`config.mk`:
```
export PLATFORM = sky130hd
export DESIGN_NAME = horizon_row_span_generator_flat
export DESIGN_NICKNAME = d
export VERILOG_FILES = /design/src/rtl/core/hrsg_pkg.sv /design/src/rtl/core/hrsg_if.sv /design/src/rtl/core/horizon_row_span_generator.sv /design/src/rtl/core/hrsg_front.sv /design/src/rtl/core/hrsg_queue.sv /design/src/rtl/core/hrsg_back.sv /design/src/flat_wrapper.sv
export VERILOG_INCLUDE_DIRS = /design/src /design/src/rtl/core
export SDC_FILE = /design/constraint.sdc
export NUM_CORES = 2
export LEC_CHECK = 0
export BUFFER_PORTS_ARGS = -buffer_cell sky130_fd_sc_hd__buf_4
export CAP_MARGIN = 20
export CORE_MARGIN = 5
export CORE_UTILIZATION = 55
export CTS_CLUSTER_SIZE = 40
export DETAILED_ROUTE_END_ITERATION = 16
export PLACE_DENSITY = 0.81
export REMOVE_ABC_BUFFERS = 1
export SETUP_SLACK_MARGIN = 0.2
export SLEW_MARGIN = 10
export SYNTH_ARGS = -nofsm -noshare
export SYNTH_HDL_FRONTEND = slang
export SYNTH_HIERARCHICAL = 1
export SYNTH_SLANG_ARGS = --single-unit
```
`constraint.sdc`:
```
create_clock -name clock -period 14.2 [get_ports clock]
set_input_delay 3.55 -clock clock [delete_from_list [all_inputs] [get_ports clock]]
set_output_delay 3.55 -clock clock [all_outputs]
set_load 0.1 [all_outputs]
```
`src/rtl/core/horizon_row_span_generator_defines.svh`:
```
// assertion macros for the horizon row span generator
// no dependencies; included by the top level only
`ifndef HORIZON_ROW_SPAN_GENERATOR_DEFINES_SVH
`define HORIZON_ROW_SPAN_GENERATOR_DEFINES_SVH

// same-cycle implication, disabled in reset
`define HRSG_ASSERT_IMPL(label, clk, rst, ante, cons, msg) \
   label: assert property (@(posedge clk) disable iff (rst) (ante) |-> (cons)) else $error(msg);

// next-cycle implication, disabled in reset
`define HRSG_ASSERT_NEXT(label, clk, rst, ante, cons, msg) \
   label: assert property (@(posedge clk) disable iff (rst) (ante) |=> (cons)) else $error(msg);

`endif

```
`src/rtl/core/hrsg_pkg.sv`:
```
// shared constants, types and helper functions of the horizon row span generator
// no dependencies; imported by every module and used by the interfaces of the block
`timescale 1ns / 1ps

package hrsg_pkg;

   localparam int SCREEN_WIDTH = 640;

   localparam int ROW_W      = 9;
   localparam int SPAN_W     = 10;
   localparam int COLOR_W    = 8;
   localparam int TRIG_W     = 16;
   localparam int CY_W       = 16;
   localparam int CSR_IDX_W  = 3;
   localparam int CSR_DATA_W = 16;

   // d = 16*row - cy, then d*cos fits 32 bits signed for every input
   localparam int D_W  = ROW_W + 8;
   localparam int DC_W = 32;
   localparam int X_W  = DC_W + 1;

   localparam int HALF_THICK_Q4  = 40;
   localparam int HALF_THICK_Q18 = 655360;
   localparam int LAST_COL       = SCREEN_WIDTH - 1;
   localparam int BASE_Q4        = LAST_COL * 8;
   localparam int FULL_Q4        = LAST_COL * 16;

   // divider retires this many quotient bits per cycle
   localparam int DIV_BITS_PER_CYCLE = 4;
   localparam int DIV_STEPS          = DC_W / DIV_BITS_PER_CYCLE;
   localparam int DIV_CNT_W          = $clog2(DIV_STEPS);

   localparam int QUEUE_DEPTH = 4;
   localparam int QPTR_W      = $clog2(QUEUE_DEPTH);

   localparam logic [CSR_IDX_W-1:0] REG_SIN_ROLL      = 3'd0;
   localparam logic [CSR_IDX_W-1:0] REG_COS_ROLL      = 3'd1;
   localparam logic [CSR_IDX_W-1:0] REG_HORIZON_CY    = 3'd2;
   localparam logic [CSR_IDX_W-1:0] REG_SKY_COLOR     = 3'd3;
   localparam logic [CSR_IDX_W-1:0] REG_GROUND_COLOR  = 3'd4;
   localparam logic [CSR_IDX_W-1:0] REG_LINE_COLOR    = 3'd5;

   typedef struct packed {
      logic signed [TRIG_W-1:0] sin_roll;
      logic signed [TRIG_W-1:0] cos_roll;
      logic signed [CY_W-1:0]   horizon_center_y;
      logic [COLOR_W-1:0]       sky_color;
      logic [COLOR_W-1:0]       ground_color;
      logic [COLOR_W-1:0]       line_color;
   } hrsg_cfg_type;

   localparam hrsg_cfg_type CFG_RESET = '{
      sin_roll:         16'sd0,
      cos_roll:         16'sd16384,
      horizon_center_y: 16'sd3832,
      sky_color:        8'h5B,
      ground_color:     8'h10,
      line_color:       8'hFF
   };

   // one row as handed from the front to the back
   typedef struct packed {
      logic                   level;
      logic [COLOR_W-1:0]     level_color;
      logic signed [DC_W-1:0] dc;
   } hrsg_job_type;

   typedef struct packed {
      logic [SPAN_W-1:0]  first_col;
      logic [SPAN_W-1:0]  last_col;
      logic [COLOR_W-1:0] color;
   } hrsg_span_type;

   // remainder and shared dividend/quotient word of one divider lane
   typedef struct packed {
      logic [TRIG_W-1:0] rem;
      logic [DC_W-1:0]   work;
   } hrsg_div_type;

   // restoring division, DIV_BITS_PER_CYCLE quotient bits per call
   function automatic hrsg_div_type div_step(input hrsg_div_type cur,
                                             input logic [TRIG_W-1:0] dvsr);
      hrsg_div_type    r;
      logic [TRIG_W:0] sh;
      r  = cur;
      sh = '0;
      for (int i = 0; i < DIV_BITS_PER_CYCLE; i++) begin
         sh     = {r.rem, r.work[DC_W-1]};
         r.work = {r.work[DC_W-2:0], 1'b0};
         if (sh >= {1'b0, dvsr}) begin
            sh        = sh - {1'b0, dvsr};
            r.work[0] = 1'b1;
         end
         r.rem = sh[TRIG_W-1:0];
      end
      return r;
   endfunction

   function automatic logic [SPAN_W-1:0] clamp_col(input logic signed [X_W:0] v);
      logic [SPAN_W-1:0] r;
      if (v < 0) begin
         r = '0;
      end else if (v > (X_W+1)'(LAST_COL)) begin
         r = SPAN_W'(LAST_COL);
      end else begin
         r = v[SPAN_W-1:0];
      end
      return r;
   endfunction

endpackage

```
`src/rtl/core/hrsg_if.sv`:
```
// handshake channels of the horizon row span generator: rows in, spans out, csr writes
// depends on hrsg_pkg
`timescale 1ns / 1ps

interface hrsg_req_if;
   logic                       valid;
   logic                       ready;
   logic [hrsg_pkg::ROW_W-1:0] row;
   modport source (output valid, output row, input ready);
   modport sink   (input valid, input row, output ready);
endinterface

interface hrsg_rsp_if;
   logic                         valid;
   logic                         ready;
   logic [hrsg_pkg::SPAN_W-1:0]  span_start;
   logic [hrsg_pkg::SPAN_W-1:0]  span_end;
   logic [hrsg_pkg::COLOR_W-1:0] span_color;
   logic                         last_span;
   modport source (output valid, output span_start, output span_end,
                   output span_color, output last_span, input ready);
   modport sink   (input valid, input span_start, input span_end,
                   input span_color, input last_span, output ready);
endinterface

interface hrsg_csr_if;
   logic                            valid;
   logic                            ready;
   logic [hrsg_pkg::CSR_IDX_W-1:0]  index;
   logic [hrsg_pkg::CSR_DATA_W-1:0] data;
   modport source (output valid, output index, output data, input ready);
   modport sink   (input valid, input index, input data, output ready);
endinterface

```
`src/rtl/core/horizon_row_span_generator.sv`:
```
// horizon row span generator top: csr registers, front end, job queue, span back end
// level rows (sin = 0) pass the front register, the job queue and states IDLE, EMIT;
// tilted rows pass IDLE, DIV, XPOS, PLAN and EMIT; one span leaves per cycle in EMIT
// while the receiver is ready; a new row is popped only after the last span of the
// row; the two-lane divider retires 4 quotient bits a cycle; 4 rows queue ahead
// reset: synchronous, clears all control state and loads the csr reset values
`timescale 1ns / 1ps
`include "horizon_row_span_generator_defines.svh"

module horizon_row_span_generator (
   input  logic       clock,
   input  logic       reset,
   hrsg_req_if.sink   req_chan,
   hrsg_rsp_if.source rsp_chan,
   hrsg_csr_if.sink   csr_chan
);
   import hrsg_pkg::*;

   hrsg_cfg_type cfg_ff, cfg_in;
   hrsg_job_type front_job, head_job;
   logic         q_push, q_pop, q_full, q_empty;

   assign csr_chan.ready = 1'b1;

   always_comb begin
      cfg_in = cfg_ff;
      if (csr_chan.valid) begin
         case (csr_chan.index)
            REG_SIN_ROLL:     cfg_in.sin_roll         = csr_chan.data;
            REG_COS_ROLL:     cfg_in.cos_roll         = csr_chan.data;
            REG_HORIZON_CY:   cfg_in.horizon_center_y = csr_chan.data;
            REG_SKY_COLOR:    cfg_in.sky_color        = csr_chan.data[COLOR_W-1:0];
            REG_GROUND_COLOR: cfg_in.ground_color     = csr_chan.data[COLOR_W-1:0];
            REG_LINE_COLOR:   cfg_in.line_color       = csr_chan.data[COLOR_W-1:0];
            default:          cfg_in                  = cfg_ff;
         endcase
      end
   end

   always_ff @(posedge clock) begin
      if (reset) begin
         cfg_ff <= CFG_RESET;
      end else begin
         cfg_ff <= cfg_in;
      end
   end

   hrsg_front u_front (
      .clock    (clock),
      .reset    (reset),
      .req_chan (req_chan),
      .cfg      (cfg_ff),
      .job      (front_job),
      .push     (q_push),
      .full     (q_full)
   );

   hrsg_queue u_queue (
      .clock    (clock),
      .reset    (reset),
      .push     (q_push),
      .push_job (front_job),
      .pop      (q_pop),
      .head_job (head_job),
      .full     (q_full),
      .empty    (q_empty)
   );

   hrsg_back u_back (
      .clock    (clock),
      .reset    (reset),
      .cfg      (cfg_ff),
      .job      (head_job),
      .empty    (q_empty),
      .pop      (q_pop),
      .rsp_chan (rsp_chan)
   );

   `HRSG_ASSERT_IMPL(a_no_push_full, clock, reset, q_push, !q_full, "queue push while full")
   `HRSG_ASSERT_IMPL(a_no_pop_empty, clock, reset, q_pop, !q_empty, "queue pop while empty")
   `HRSG_ASSERT_NEXT(a_push_lands, clock, reset, q_push && q_empty, !q_empty, "queue lost a job")
   `HRSG_ASSERT_IMPL(a_span_order, clock, reset, rsp_chan.valid, rsp_chan.span_end > rsp_chan.span_start, "span end not past start")

endmodule

```
`src/rtl/core/hrsg_front.sv`:
```
// front end: takes a row word, forms d*cos and flags level rows with their colour
// depends on hrsg_pkg and hrsg_if
`timescale 1ns / 1ps

module hrsg_front (
   input  logic                  clock,
   input  logic                  reset,
   hrsg_req_if.sink              req_chan,
   input  hrsg_pkg::hrsg_cfg_type cfg,
   output hrsg_pkg::hrsg_job_type job,
   output logic                  push,
   input  logic                  full
);
   import hrsg_pkg::*;

   localparam logic signed [D_W-1:0] HALF_D = D_W'(HALF_THICK_Q4);

   logic              valid_ff, valid_in;
   logic [ROW_W-1:0]  row_ff;
   logic signed [D_W-1:0]      d;
   logic signed [D_W+TRIG_W-1:0] prod;

   assign req_chan.ready = !valid_ff || !full;
   assign push           = valid_ff && !full;

   always_comb begin
      d    = $signed({4'b0000, row_ff, 4'b0000}) - $signed({cfg.horizon_center_y[CY_W-1],
                                                           cfg.horizon_center_y});
      prod = d * cfg.cos_roll;

      job.level = (cfg.sin_roll == '0);
      job.dc    = prod[DC_W-1:0];
      if (d <= HALF_D && d >= -HALF_D) begin
         job.level_color = cfg.line_color;
      end else if (d < 0) begin
         job.level_color = cfg.sky_color;
      end else begin
         job.level_color = cfg.ground_color;
      end

      valid_in = valid_ff;
      if (req_chan.valid && req_chan.ready) begin
         valid_in = 1'b1;
      end else if (push) begin
         valid_in = 1'b0;
      end
   end

   always_ff @(posedge clock) begin
      if (reset) begin
         valid_ff <= 1'b0;
      end else begin
         valid_ff <= valid_in;
      end
   end

   always_ff @(posedge clock) begin
      if (req_chan.valid && req_chan.ready) begin
         row_ff <= req_chan.row;
      end
   end

endmodule

```
`src/rtl/core/hrsg_queue.sv`:
```
// short job queue between the front end and the span back end
// depends on hrsg_pkg
`timescale 1ns / 1ps

module hrsg_queue (
   input  logic                  clock,
   input  logic                  reset,
   input  logic                  push,
   input  hrsg_pkg::hrsg_job_type push_job,
   input  logic                  pop,
   output hrsg_pkg::hrsg_job_type head_job,
   output logic                  full,
   output logic                  empty
);
   import hrsg_pkg::*;

   hrsg_job_type      mem_ff [QUEUE_DEPTH];
   logic [QPTR_W-1:0] wr_ptr_ff, wr_ptr_in;
   logic [QPTR_W-1:0] rd_ptr_ff, rd_ptr_in;
   logic [QPTR_W:0]   count_ff, count_in;

   assign head_job = mem_ff[rd_ptr_ff];
   assign full     = (count_ff == (QPTR_W+1)'(QUEUE_DEPTH));
   assign empty    = (count_ff == '0);

   always_comb begin
      wr_ptr_in = push ? wr_ptr_ff + 1'b1 : wr_ptr_ff;
      rd_ptr_in = pop ? rd_ptr_ff + 1'b1 : rd_ptr_ff;
      count_in  = count_ff;
      if (push && !pop) begin
         count_in = count_ff + 1'b1;
      end else if (pop && !push) begin
         count_in = count_ff - 1'b1;
      end
   end

   always_ff @(posedge clock) begin
      if (reset) begin
         wr_ptr_ff <= '0;
         rd_ptr_ff <= '0;
         count_ff  <= '0;
      end else begin
         wr_ptr_ff <= wr_ptr_in;
         rd_ptr_ff <= rd_ptr_in;
         count_ff  <= count_in;
      end
   end

   always_ff @(posedge clock) begin
      if (push) begin
         mem_ff[wr_ptr_ff] <= push_job;
      end
   end

endmodule

```
`src/rtl/core/hrsg_back.sv`:
```
// back end: divides both line edges by sin, plans up to three spans and emits them
// depends on hrsg_pkg and hrsg_if
`timescale 1ns / 1ps

module hrsg_back (
   input  logic                  clock,
   input  logic                  reset,
   input  hrsg_pkg::hrsg_cfg_type cfg,
   input  hrsg_pkg::hrsg_job_type job,
   input  logic                  empty,
   output logic                  pop,
   hrsg_rsp_if.source            rsp_chan
);
   import hrsg_pkg::*;

   localparam logic [2:0] ST_IDLE = 3'd0;
   localparam logic [2:0] ST_DIV  = 3'd1;
   localparam logic [2:0] ST_XPOS = 3'd2;
   localparam logic [2:0] ST_PLAN = 3'd3;
   localparam logic [2:0] ST_EMIT = 3'd4;

   localparam logic signed [X_W-1:0] HALF_X = X_W'(HALF_THICK_Q18);
   localparam logic signed [X_W-1:0] BASE_X = X_W'(BASE_Q4);
   localparam logic signed [X_W-1:0] FULL_X = X_W'(FULL_Q4);

   logic [2:0]           state_ff, state_in;
   logic [DIV_CNT_W-1:0] cnt_ff, cnt_in;
   hrsg_div_type         div1_ff, div1_in, div2_ff, div2_in;
   logic                 neg1_ff, neg1_in, neg2_ff, neg2_in;
   logic signed [X_W-1:0] lo_ff, lo_in, hi_ff, hi_in;
   hrsg_span_type [2:0]  spans_ff, spans_in;
   logic [1:0]           nspan_ff, nspan_in;
   logic [1:0]           idx_ff, idx_in;

   logic                 rsp_valid_ff, rsp_valid_in;
   hrsg_span_type        rsp_span_ff, rsp_span_in;
   logic                 rsp_last_ff, rsp_last_in;

   logic [TRIG_W-1:0]     s_abs;
   logic signed [DC_W-1:0] n1, n2;
   logic [DC_W-1:0]        mag1, mag2;
   logic signed [X_W-1:0]  nw1, nw2;
   logic signed [DC_W-1:0] q1, q2;
   logic signed [X_W-1:0]  x1, x2;
   logic                   out_free;
   logic                   emit_last;
   logic                   s_pos;
   logic [COLOR_W-1:0]     before_color, after_color, edge_color;
   logic [SPAN_W-1:0]      xs, xe;
   hrsg_span_type [2:0]    plan_sp;
   logic [1:0]             plan_n;
   hrsg_span_type          full_span;

   assign rsp_chan.valid      = rsp_valid_ff;
   assign rsp_chan.span_start = rsp_span_ff.first_col;
   assign rsp_chan.span_end   = rsp_span_ff.last_col;
   assign rsp_chan.span_color = rsp_span_ff.color;
   assign rsp_chan.last_span  = rsp_last_ff;

   assign out_free = !rsp_valid_ff || rsp_chan.ready;

   // operands of both edge divisions
   always_comb begin
      s_abs = cfg.sin_roll[TRIG_W-1] ? TRIG_W'(-cfg.sin_roll) : cfg.sin_roll;
      nw1   = $signed({job.dc[DC_W-1], job.dc}) - HALF_X;
      nw2   = $signed({job.dc[DC_W-1], job.dc}) + HALF_X;
      n1    = nw1[DC_W-1:0];
      n2    = nw2[DC_W-1:0];
      mag1  = n1[DC_W-1] ? DC_W'(-n1) : n1;
      mag2  = n2[DC_W-1] ? DC_W'(-n2) : n2;
   end

   // signed quotients placed on the screen, then ordered
   always_comb begin
      q1 = neg1_ff ? -$signed(div1_ff.work) : $signed(div1_ff.work);
      q2 = neg2_ff ? -$signed(div2_ff.work) : $signed(div2_ff.work);
      x1 = $signed({q1[DC_W-1], q1}) + BASE_X;
      x2 = $signed({q2[DC_W-1], q2}) + BASE_X;
   end

   // span plan from the ordered edges
   always_comb begin
      s_pos        = !cfg.sin_roll[TRIG_W-1];
      before_color = s_pos ? cfg.ground_color : cfg.sky_color;
      after_color  = s_pos ? cfg.sky_color : cfg.ground_color;
      xs           = clamp_col(($signed({lo_ff[X_W-1], lo_ff}) + (X_W+1)'(15)) >>> 4);
      xe           = clamp_col($signed({hi_ff[X_W-1], hi_ff}) >>> 4);
      full_span    = '{first_col: '0, last_col: SPAN_W'(LAST_COL), color: '0};
      plan_sp      = '0;
      plan_n       = 2'd1;
      edge_color   = before_color;

      if (hi_ff < 0) begin
         edge_color = after_color;
      end else if (lo_ff > FULL_X || xe <= xs) begin
         edge_color = before_color;
      end

      plan_sp[0]       = full_span;
      plan_sp[0].color = edge_color;

      if (!(hi_ff < 0) && !(lo_ff > FULL_X) && xe > xs) begin
         plan_n = 2'd0;
         // before span only when it covers more than one column
         if (xs >= SPAN_W'(2)) begin
            plan_sp[plan_n] = '{first_col: '0, last_col: xs - 1'b1, color: before_color};
            plan_n          = plan_n + 1'b1;
         end
         plan_sp[plan_n] = '{first_col: xs, last_col: xe, color: cfg.line_color};
         plan_n          = plan_n + 1'b1;
         if (xe < SPAN_W'(LAST_COL - 1)) begin
            plan_sp[plan_n] = '{first_col: xe + 1'b1, last_col: SPAN_W'(LAST_COL),
                                color: after_color};
            plan_n          = plan_n + 1'b1;
         end
      end
   end

   always_comb begin
      state_in     = state_ff;
      cnt_in       = cnt_ff;
      div1_in      = div1_ff;
      div2_in      = div2_ff;
      neg1_in      = neg1_ff;
      neg2_in      = neg2_ff;
      lo_in        = lo_ff;
      hi_in        = hi_ff;
      spans_in     = spans_ff;
      nspan_in     = nspan_ff;
      idx_in       = idx_ff;
      rsp_valid_in = rsp_valid_ff && !rsp_chan.ready;
      rsp_span_in  = rsp_span_ff;
      rsp_last_in  = rsp_last_ff;
      pop          = 1'b0;
      emit_last    = (idx_ff == nspan_ff - 2'd1);

      case (state_ff)
         ST_IDLE: begin
            if (!empty) begin
               pop    = 1'b1;
               idx_in = '0;
               if (job.level) begin
                  spans_in[0]       = full_span;
                  spans_in[0].color = job.level_color;
                  nspan_in          = 2'd1;
                  state_in          = ST_EMIT;
               end else begin
                  div1_in  = '{rem: '0, work: mag1};
                  div2_in  = '{rem: '0, work: mag2};
                  neg1_in  = n1[DC_W-1] ^ cfg.sin_roll[TRIG_W-1];
                  neg2_in  = n2[DC_W-1] ^ cfg.sin_roll[TRIG_W-1];
                  cnt_in   = '0;
                  state_in = ST_DIV;
               end
            end
         end
         ST_DIV: begin
            div1_in = div_step(div1_ff, s_abs);
            div2_in = div_step(div2_ff, s_abs);
            cnt_in  = cnt_ff + 1'b1;
            if (cnt_ff == DIV_CNT_W'(DIV_STEPS - 1)) begin
               state_in = ST_XPOS;
            end
         end
         ST_XPOS: begin
            lo_in    = (x1 > x2) ? x2 : x1;
            hi_in    = (x1 > x2) ? x1 : x2;
            state_in = ST_PLAN;
         end
         ST_PLAN: begin
            spans_in = plan_sp;
            nspan_in = plan_n;
            state_in = ST_EMIT;
         end
         ST_EMIT: begin
            if (out_free) begin
               rsp_valid_in = 1'b1;
               rsp_span_in  = spans_ff[idx_ff];
               rsp_last_in  = emit_last;
               idx_in       = idx_ff + 1'b1;
               if (emit_last) begin
                  state_in = ST_IDLE;
               end
            end
         end
         default: begin
            state_in = ST_IDLE;
         end
      endcase
   end

   always_ff @(posedge clock) begin
      if (reset) begin
         state_ff     <= ST_IDLE;
         cnt_ff       <= '0;
         nspan_ff     <= '0;
         idx_ff       <= '0;
         rsp_valid_ff <= 1'b0;
      end else begin
         state_ff     <= state_in;
         cnt_ff       <= cnt_in;
         nspan_ff     <= nspan_in;
         idx_ff       <= idx_in;
         rsp_valid_ff <= rsp_valid_in;
      end
   end

   always_ff @(posedge clock) begin
      div1_ff     <= div1_in;
      div2_ff     <= div2_in;
      neg1_ff     <= neg1_in;
      neg2_ff     <= neg2_in;
      lo_ff       <= lo_in;
      hi_ff       <= hi_in;
      spans_ff    <= spans_in;
      rsp_span_ff <= rsp_span_in;
      rsp_last_ff <= rsp_last_in;
   end

endmodule

```
`src/flat_wrapper.sv`:
```
// flat-port wrapper written by rule: the top's interface ports become plain ports
module horizon_row_span_generator_flat import hrsg_pkg::*;
  (clock, reset, req_chan_valid, req_chan_row, req_chan_ready, rsp_chan_valid, rsp_chan_span_start, rsp_chan_span_end, rsp_chan_span_color, rsp_chan_last_span, rsp_chan_ready, csr_chan_valid, csr_chan_index, csr_chan_data, csr_chan_ready);
  hrsg_req_if req_chan_i ();
  hrsg_rsp_if rsp_chan_i ();
  hrsg_csr_if csr_chan_i ();
  input  logic clock;
  input  logic reset;
  input wire logic [$bits(req_chan_i.valid)-1:0] req_chan_valid;
  input wire logic [$bits(req_chan_i.row)-1:0] req_chan_row;
  output wire logic [$bits(req_chan_i.ready)-1:0] req_chan_ready;
  output wire logic [$bits(rsp_chan_i.valid)-1:0] rsp_chan_valid;
  output wire logic [$bits(rsp_chan_i.span_start)-1:0] rsp_chan_span_start;
  output wire logic [$bits(rsp_chan_i.span_end)-1:0] rsp_chan_span_end;
  output wire logic [$bits(rsp_chan_i.span_color)-1:0] rsp_chan_span_color;
  output wire logic [$bits(rsp_chan_i.last_span)-1:0] rsp_chan_last_span;
  input wire logic [$bits(rsp_chan_i.ready)-1:0] rsp_chan_ready;
  input wire logic [$bits(csr_chan_i.valid)-1:0] csr_chan_valid;
  input wire logic [$bits(csr_chan_i.index)-1:0] csr_chan_index;
  input wire logic [$bits(csr_chan_i.data)-1:0] csr_chan_data;
  output wire logic [$bits(csr_chan_i.ready)-1:0] csr_chan_ready;
  assign req_chan_i.valid = req_chan_valid;
  assign req_chan_i.row = req_chan_row;
  assign req_chan_ready = req_chan_i.ready;
  assign rsp_chan_valid = rsp_chan_i.valid;
  assign rsp_chan_span_start = rsp_chan_i.span_start;
  assign rsp_chan_span_end = rsp_chan_i.span_end;
  assign rsp_chan_span_color = rsp_chan_i.span_color;
  assign rsp_chan_last_span = rsp_chan_i.last_span;
  assign rsp_chan_i.ready = rsp_chan_ready;
  assign csr_chan_i.valid = csr_chan_valid;
  assign csr_chan_i.index = csr_chan_index;
  assign csr_chan_i.data = csr_chan_data;
  assign csr_chan_ready = csr_chan_i.ready;
  horizon_row_span_generator u_core (.clock(clock), .reset(reset), .req_chan(req_chan_i), .rsp_chan(rsp_chan_i), .csr_chan(csr_chan_i));
endmodule
```
# Word-level counts from Yosys, hierarchy flattened
# Memory sizes are Yosys's and may differ from the RTL's. A register that Yosys moved wholly into a read port is not among the register bits.
# Index checks and enable logic that the tools add are counted.
# totals
mem_count	1
register_bits	377
wordCells	248
inputBits	33
ram_bits	164
# memory_table
name	depth	width	rd	rd_ports_with_merged_regs	wr	line	rtl
u_core.u_queue.mem_ff	4	41	1	1	1	hrsg_queue.sv:17	hrsg_job_type mem_ff [QUEUE_DEPTH];
# classes
mux	90
n_addsub	30
n_mul	1
eq_ne	18
magnitude_cmp	26
n_reduce_logical	41
bitwise_logic	4
# ops
cell	n
16-bit 2-to-1 mux	15
28-bit 2-to-1 mux	7
48-bit 2-to-1 mux	4
48-bit one-hot mux with 2 select lines	2
84-bit bitwise mux	2
17-bit by 16-bit greater-or-equal comparator with 1-bit output	8
32-bit 2-to-1 mux	4
32-bit negation	4
16-bit subtractor	8
28-bit demux with 2-bit select	2
84-bit 2-to-1 mux	1
32-bit by 14-bit adder with 33-bit output, second input constant	2
33-bit 2-to-1 mux	2
28-bit binary-select mux with 2-bit select	1
28-bit one-hot mux with 2 select lines	1
10-bit 2-to-1 mux	4
8-bit 2-to-1 mux	5
33-bit by 5-bit adder with 34-bit output, second input constant	1
33-bit by 15-bit greater-than comparator with 1-bit output, second input constant	1
33-bit greater-than comparator	1
33-bit by 1-bit < comparator with 1-bit output, second input constant	1
32-bit by 21-bit adder with 32-bit output, second input constant	1
17-bit by 16-bit multiplier with 32-bit output	1
32-bit by 21-bit subtractor with 32-bit output, second input constant	1
44 further kinds	131

# Longest topological paths before layout
# logic_depth
ltp_word	16
mapped_depth	61
depth_no_buf	53

# By module
# The synthesis kept the hierarchy.
# by_module_without_submodules
module	area_each_um2	n_inst	cells_per_inst
hrsg_back	25784.7	1	2990
hrsg_front	11609.9	1	1309
hrsg_queue	6396.1	1	259
horizon_row_span_generator	2940.3	1	278

# Worst setup path before layout
# Ideal clock, no wire load.
# synth_timing
path_type	register to register
startpoint	register u_core/cfg_ff[71] (netlist bit)
endpoint	register u_core/u_back/div2_ff[46] (netlist bit), data pin
path_stages_with_launch	55
setup_ps	169
required_time_ps	14031
synth_period_minus_slack_ps	12777
arrival_ps	12608
setup_slack_ps	1423
cell_sequence	dfxtp_1 -> buf_2 -> buf_1 -> buf_1 -> nand2_1 -> a21boi_0 -> ha_1 -> nor2b_1 -> o31a_1 -> or3_1 -> a221o_1 -> o21ai_1 -> nand3_1 -> clkbuf_1 -> o21ai_0 -> inv_1 -> ha_1 -> nor2b_1 -> [... 19 more ...] -> nor2_2 -> clkbuf_1 -> o21ai_0 -> ha_1 -> nor2b_1 -> o21ai_0 -> a21boi_0 -> o21ai_0 -> a21boi_0 -> o21ai_0 -> a21boi_0 -> o21ai_0 -> a211o_1 -> nor3_1 -> o21a_1 -> buf_2 -> nor2_1 -> o31ai_1
# synth_via
elab_chain_cells	14
word_cells_on_any_way	18
# synth_rtl
item	line	rtl
start: declaration	horizon_row_span_generator.sv:19	hrsg_cfg_type cfg_ff, cfg_in;
start signal: assignment	horizon_row_span_generator.sv:44	cfg_ff <= cfg_in;
16-bit negation	hrsg_back.sv:64	s_abs = cfg.sin_roll[TRIG_W-1] ? TRIG_W'(-cfg.sin_roll) : cfg.sin_roll;
16-bit 2-to-1 mux *	hrsg_back.sv:64	
16-bit subtractor or 17-bit by 16-bit greater-or-equal comparator with 1-bit output (tied branches)	hrsg_pkg.sv:91, hrsg_pkg.sv:90	
16-bit 2-to-1 mux	hrsg_pkg.sv:90	if (sh >= {1'b0, dvsr}) begin
16-bit 2-to-1 mux	hrsg_back.sv:137	case (state_ff)
17-bit by 16-bit greater-or-equal comparator with 1-bit output or 16-bit subtractor (tied branches)	hrsg_pkg.sv:90, hrsg_pkg.sv:91	
16-bit 2-to-1 mux	hrsg_pkg.sv:90	
16-bit 2-to-1 mux	hrsg_back.sv:137	
16-bit subtractor or 17-bit by 16-bit greater-or-equal comparator with 1-bit output (tied branches)	hrsg_pkg.sv:91, hrsg_pkg.sv:90	
16-bit 2-to-1 mux	hrsg_pkg.sv:90	
16-bit 2-to-1 mux	hrsg_back.sv:137	
16-bit subtractor or 17-bit by 16-bit greater-or-equal comparator with 1-bit output (tied branches)	hrsg_pkg.sv:91, hrsg_pkg.sv:90	
16-bit 2-to-1 mux *	hrsg_pkg.sv:90	
48-bit one-hot mux with 2 select lines *	hrsg_back.sv:137	
end signal: assignment	hrsg_back.sv:210	div2_ff <= div2_in;
end: declaration	hrsg_back.sv:28	hrsg_div_type div1_ff, div1_in, div2_ff, div2_in;
# Every way passes the cells marked *; elsewhere a longest branch is shown, timed or not. The select of a mux whose other input is x is not followed.
# A chain may end at the register's enable or synchronous reset.

# Final worst setup path
# layout_timing
startpoint	register u_core/cfg_ff[56] (netlist bit)
endpoint	register u_core/u_back/div1_ff[47] (netlist bit), data pin
# layout_via
elab_chain_cells	14
word_cells_on_any_way	18
# layout_rtl
item	line	rtl
16-bit negation	hrsg_back.sv:64	
16-bit 2-to-1 mux *	hrsg_back.sv:64	
16-bit subtractor or 17-bit by 16-bit greater-or-equal comparator with 1-bit output (tied branches)	hrsg_pkg.sv:91, hrsg_pkg.sv:90	
16-bit 2-to-1 mux	hrsg_pkg.sv:90	
16-bit 2-to-1 mux	hrsg_back.sv:137	
16-bit subtractor or 17-bit by 16-bit greater-or-equal comparator with 1-bit output (tied branches)	hrsg_pkg.sv:91, hrsg_pkg.sv:90	
16-bit 2-to-1 mux	hrsg_pkg.sv:90	
16-bit 2-to-1 mux	hrsg_back.sv:137	
16-bit subtractor or 17-bit by 16-bit greater-or-equal comparator with 1-bit output (tied branches)	hrsg_pkg.sv:91, hrsg_pkg.sv:90	
16-bit 2-to-1 mux	hrsg_pkg.sv:90	
16-bit 2-to-1 mux	hrsg_back.sv:137	
16-bit subtractor or 17-bit by 16-bit greater-or-equal comparator with 1-bit output (tied branches)	hrsg_pkg.sv:91, hrsg_pkg.sv:90	
16-bit 2-to-1 mux *	hrsg_pkg.sv:90	
48-bit one-hot mux with 2 select lines *	hrsg_back.sv:137	
end signal: assignment	hrsg_back.sv:209	div1_ff <= div1_in;
end: declaration	hrsg_back.sv:28	
# Marked as above.

==> results.toml <==
[clock_tree]
clock_latency_ns = 0.64
cts_sinks = 530
numCtsBuffers = 54
clk_path_buf_depth = 3
htreeDepth = 2
cts.clk_slew.worst_paths_ns = 0.07
cts_root_buffer = "clkbuf_16"
tritoncts = "yes"
ctsHoldBuffers = 0
post_cts_buffers = 0

[floorplanning]
die_h_um = 301.5
die_w_um = 301.5
rows = 107
dieArea_mm2 = 0.09090
floorplan.core_area_mm2 = 0.08475
io_pins = 65
start_util_pct = 55.14

[routing]
drt_first_pass_iters = 6
drtAntennaViolNets = 0
vias = 35980
wirelength_um = 118600
drc = 0
drtIter0Drc = 3329
via_per_inst = 5.982
post_drt_wl_per_cell_um = 19.71

[layout]
fillers = 6818
final_common_cell = "inv_1"
layout.nets = 5414
antenna-diode-count = 0
area_growth_pct = 7.438
drive_gt1_share_pct = 8.417
final_cell_mix = "inv_1, edfxtp_1, nand2_1"

[synthesis]
ys_async_sr_fraction_pct = 0
syn_area_per_cell_um2 = 9.663
netlist_area_mm2 = 0.04673
ys.warnings.count = 6
synth_top_area_share_pct = 28.08
synth_seq_cells = 530
synthCells = 4836
synth.area.top_cells = "edfxtp_1, fa_1, ha_1"
synth.largest_area_cell = "edfxtp_1"
seq_area_frac_synth_pct = 32.07
synth_edf_count = 437
ys_types = 110
synth_ff_type = "edfxtp_1"

[timing]
setup_viol = 0
min_period_ns = 13.09
hold_viol_final = 0
worst_slack_ns = 1.111
worstMarginPinSlew_ns = 1.174
rsz0062_at_grt = "no"
timing.final.crit_share_pct = 92.18
timing.final.max_slew_violations = 0
skew_ns = 0.04051
max_slew_margin_pct = 21.44
clock.fmax_mhz = 76.40
tns_ns = 0

[setup_path]
slowest_delay_ns = 0.52
cp_slowest_cell = "or2_1"
cp_max_fo = 17
setup.worst_path.end_class = "flop"
cp_common_cell = "o21ai_0"
critPathLaunchType = "flop"
cp_top_family = "compound AO/OA/AOI/OAI gates"
crit_type = "reg2reg"
rrSetupSlack_ns = 1.11
cp_num_buf_inv = 6
worstPathArrival_ns = 13.43
required_ns = 14.54

[grt]
grt_pass1_vias = 35510
grt_pass1_wl_um = 187300
grt_util_all_layers_pct = 25.54
grt_overflow = 0
grt_antenna_before_repair = 0
grt_max_degree = 103

[place]
hpwlAfterDp_um = 89450
io_buffers = 63
place_ws_ns = 0.9745
gp_congestion = 0.9498

[min_path]
holdCritPathClass = "reg2reg"

[flow_run]
max-cap-violations = 0

[run_status]
outcome = "finished, final reports clean"
## per-stage QoR
stage / area, um2 / utilization (%) / cells / hold WS, ns
after detailed placement: 48290 / 56.98 / 5911 / 0.4672
after CTS: 50180 / 59.21 / 6013 / 0.4825
after floorplan: 45820 / - / 4641 / 0.4528
after global routing: 50210 / 59.24 / 6015 / 0.5083
final: 50210 / 59.24 / 6015 / 0.4799
after global placement: 48290 / 56.98 / 5911 / 0.4648
## cells in the mapped netlist, types with 93 or more instances
cell type	number
nor2_1	378
inv_1	480
nand2b_1	109
edfxtp_1	437
and2_1	158
xor2_1	163
clkbuf_1	156
xnor2_1	206
a21oi_1	258
dfxtp_1	93
fa_1	274
ha_1	282
o21ai_0	250
nand2_1	427
mux2i_1	200
## area by class of cell
type	count	area, um2	share of cell area [%]
flip-flops and latches	530	14990	29.86
clock inverters	32	355.3	0.7078
multi-input cells	3629	29110	57.98
inverters	482	1812	3.609
well taps	1144	1431	2.851
clock buffers	70	1535	3.058
repair buffers	128	973.4	1.939
## what timing repair did
item,in CTS,in global routing
endpoints found under the setup margin,0,31
gates resized for setup,0,4
hold endpoints to repair,0,0
## state kept, by name (all words and copies together) (netlist names), 2 cells and up, named ones only
name                               cells
u_core/u_back/nspan_ff                 2
u_core/u_back/spans_ff                75
u_core/cfg_ff                         72
u_core/u_back/cnt_ff                   3
u_core/u_queue/rd_ptr_ff               2
u_core/u_queue/wr_ptr_ff               2
u_core/u_back/idx_ff                   2
u_core/u_queue/mem_ff                164
u_core/u_back/rsp_chan.span_color      8
u_core/u_back/rsp_chan.span_start     10
u_core/u_back/state_ff                 3
u_core/u_back/div2_ff                 48
u_core/u_queue/count_ff                3
u_core/u_back/hi_ff                   29
u_core/u_back/div1_ff                 48
u_core/u_front/row_ff                  9
u_core/u_back/rsp_chan.span_end       10
u_core/u_back/lo_ff                   33
## worst reg2reg max path, delay by kind of cell, from the launching register on
family	cells	cell delay, ns
AOI/OAI and AO/OA	30	7.14
adders and majority gates	5	1.45
xor gates and xnor gates	1	0.16
buffers and inverters	6	1.11
DFF	1	0.42
and+or+nand+nor	9	1.89
muxes	2	0.64
## final timing paths
check                                  from                                       to  depth (start not counted)
max          u_core/cfg_ff[56]$_SDFFE_PP0P_  u_core/u_back/div1_ff[47]$_SDFFCE_PN0P_                         53
min          u_core/cfg_ff[36]$_SDFFE_PP0P_           u_core/cfg_ff[36]$_SDFFE_PP0P_                          2
max reg2reg  u_core/cfg_ff[56]$_SDFFE_PP0P_  u_core/u_back/div1_ff[47]$_SDFFCE_PN0P_                         53
min reg2reg  u_core/cfg_ff[36]$_SDFFE_PP0P_           u_core/cfg_ff[36]$_SDFFE_PP0P_                          2
## logic make-up (layout without fill, tap and decap cells)
| family | Yosys count | count (layout) | share of synthesized area [%] |
|---|---|---|---|
| buffers and inverters | 685 | 712 | 5.896 |
| AOI/OAI and AO/OA | 867 | 867 | 11.81 |
| and+or+nand+nor | 1517 | 1517 | 16.01 |
| adders and majority gates | 560 | 560 | 19.37 |
| other | 2 | 10 | 0.01607 |
| xor gates and xnor gates | 370 | 370 | 6.951 |
| muxes | 305 | 305 | 7.874 |
| DFF | 530 | 530 | 32.07 |
## layer usage
layer  global-route usage, %  vias up  share of wire, %
li1                        -    16750                 -
met1                   31.51    17440                38
met2                   44.47     1454                49
met3                   2.520      338               6.1
met4                   13.55        0               6.2
met5                       0        -                 0
Power is not shown: default switching activity piles up to over one toggle a cycle in this logic, so the estimate is an artifact.
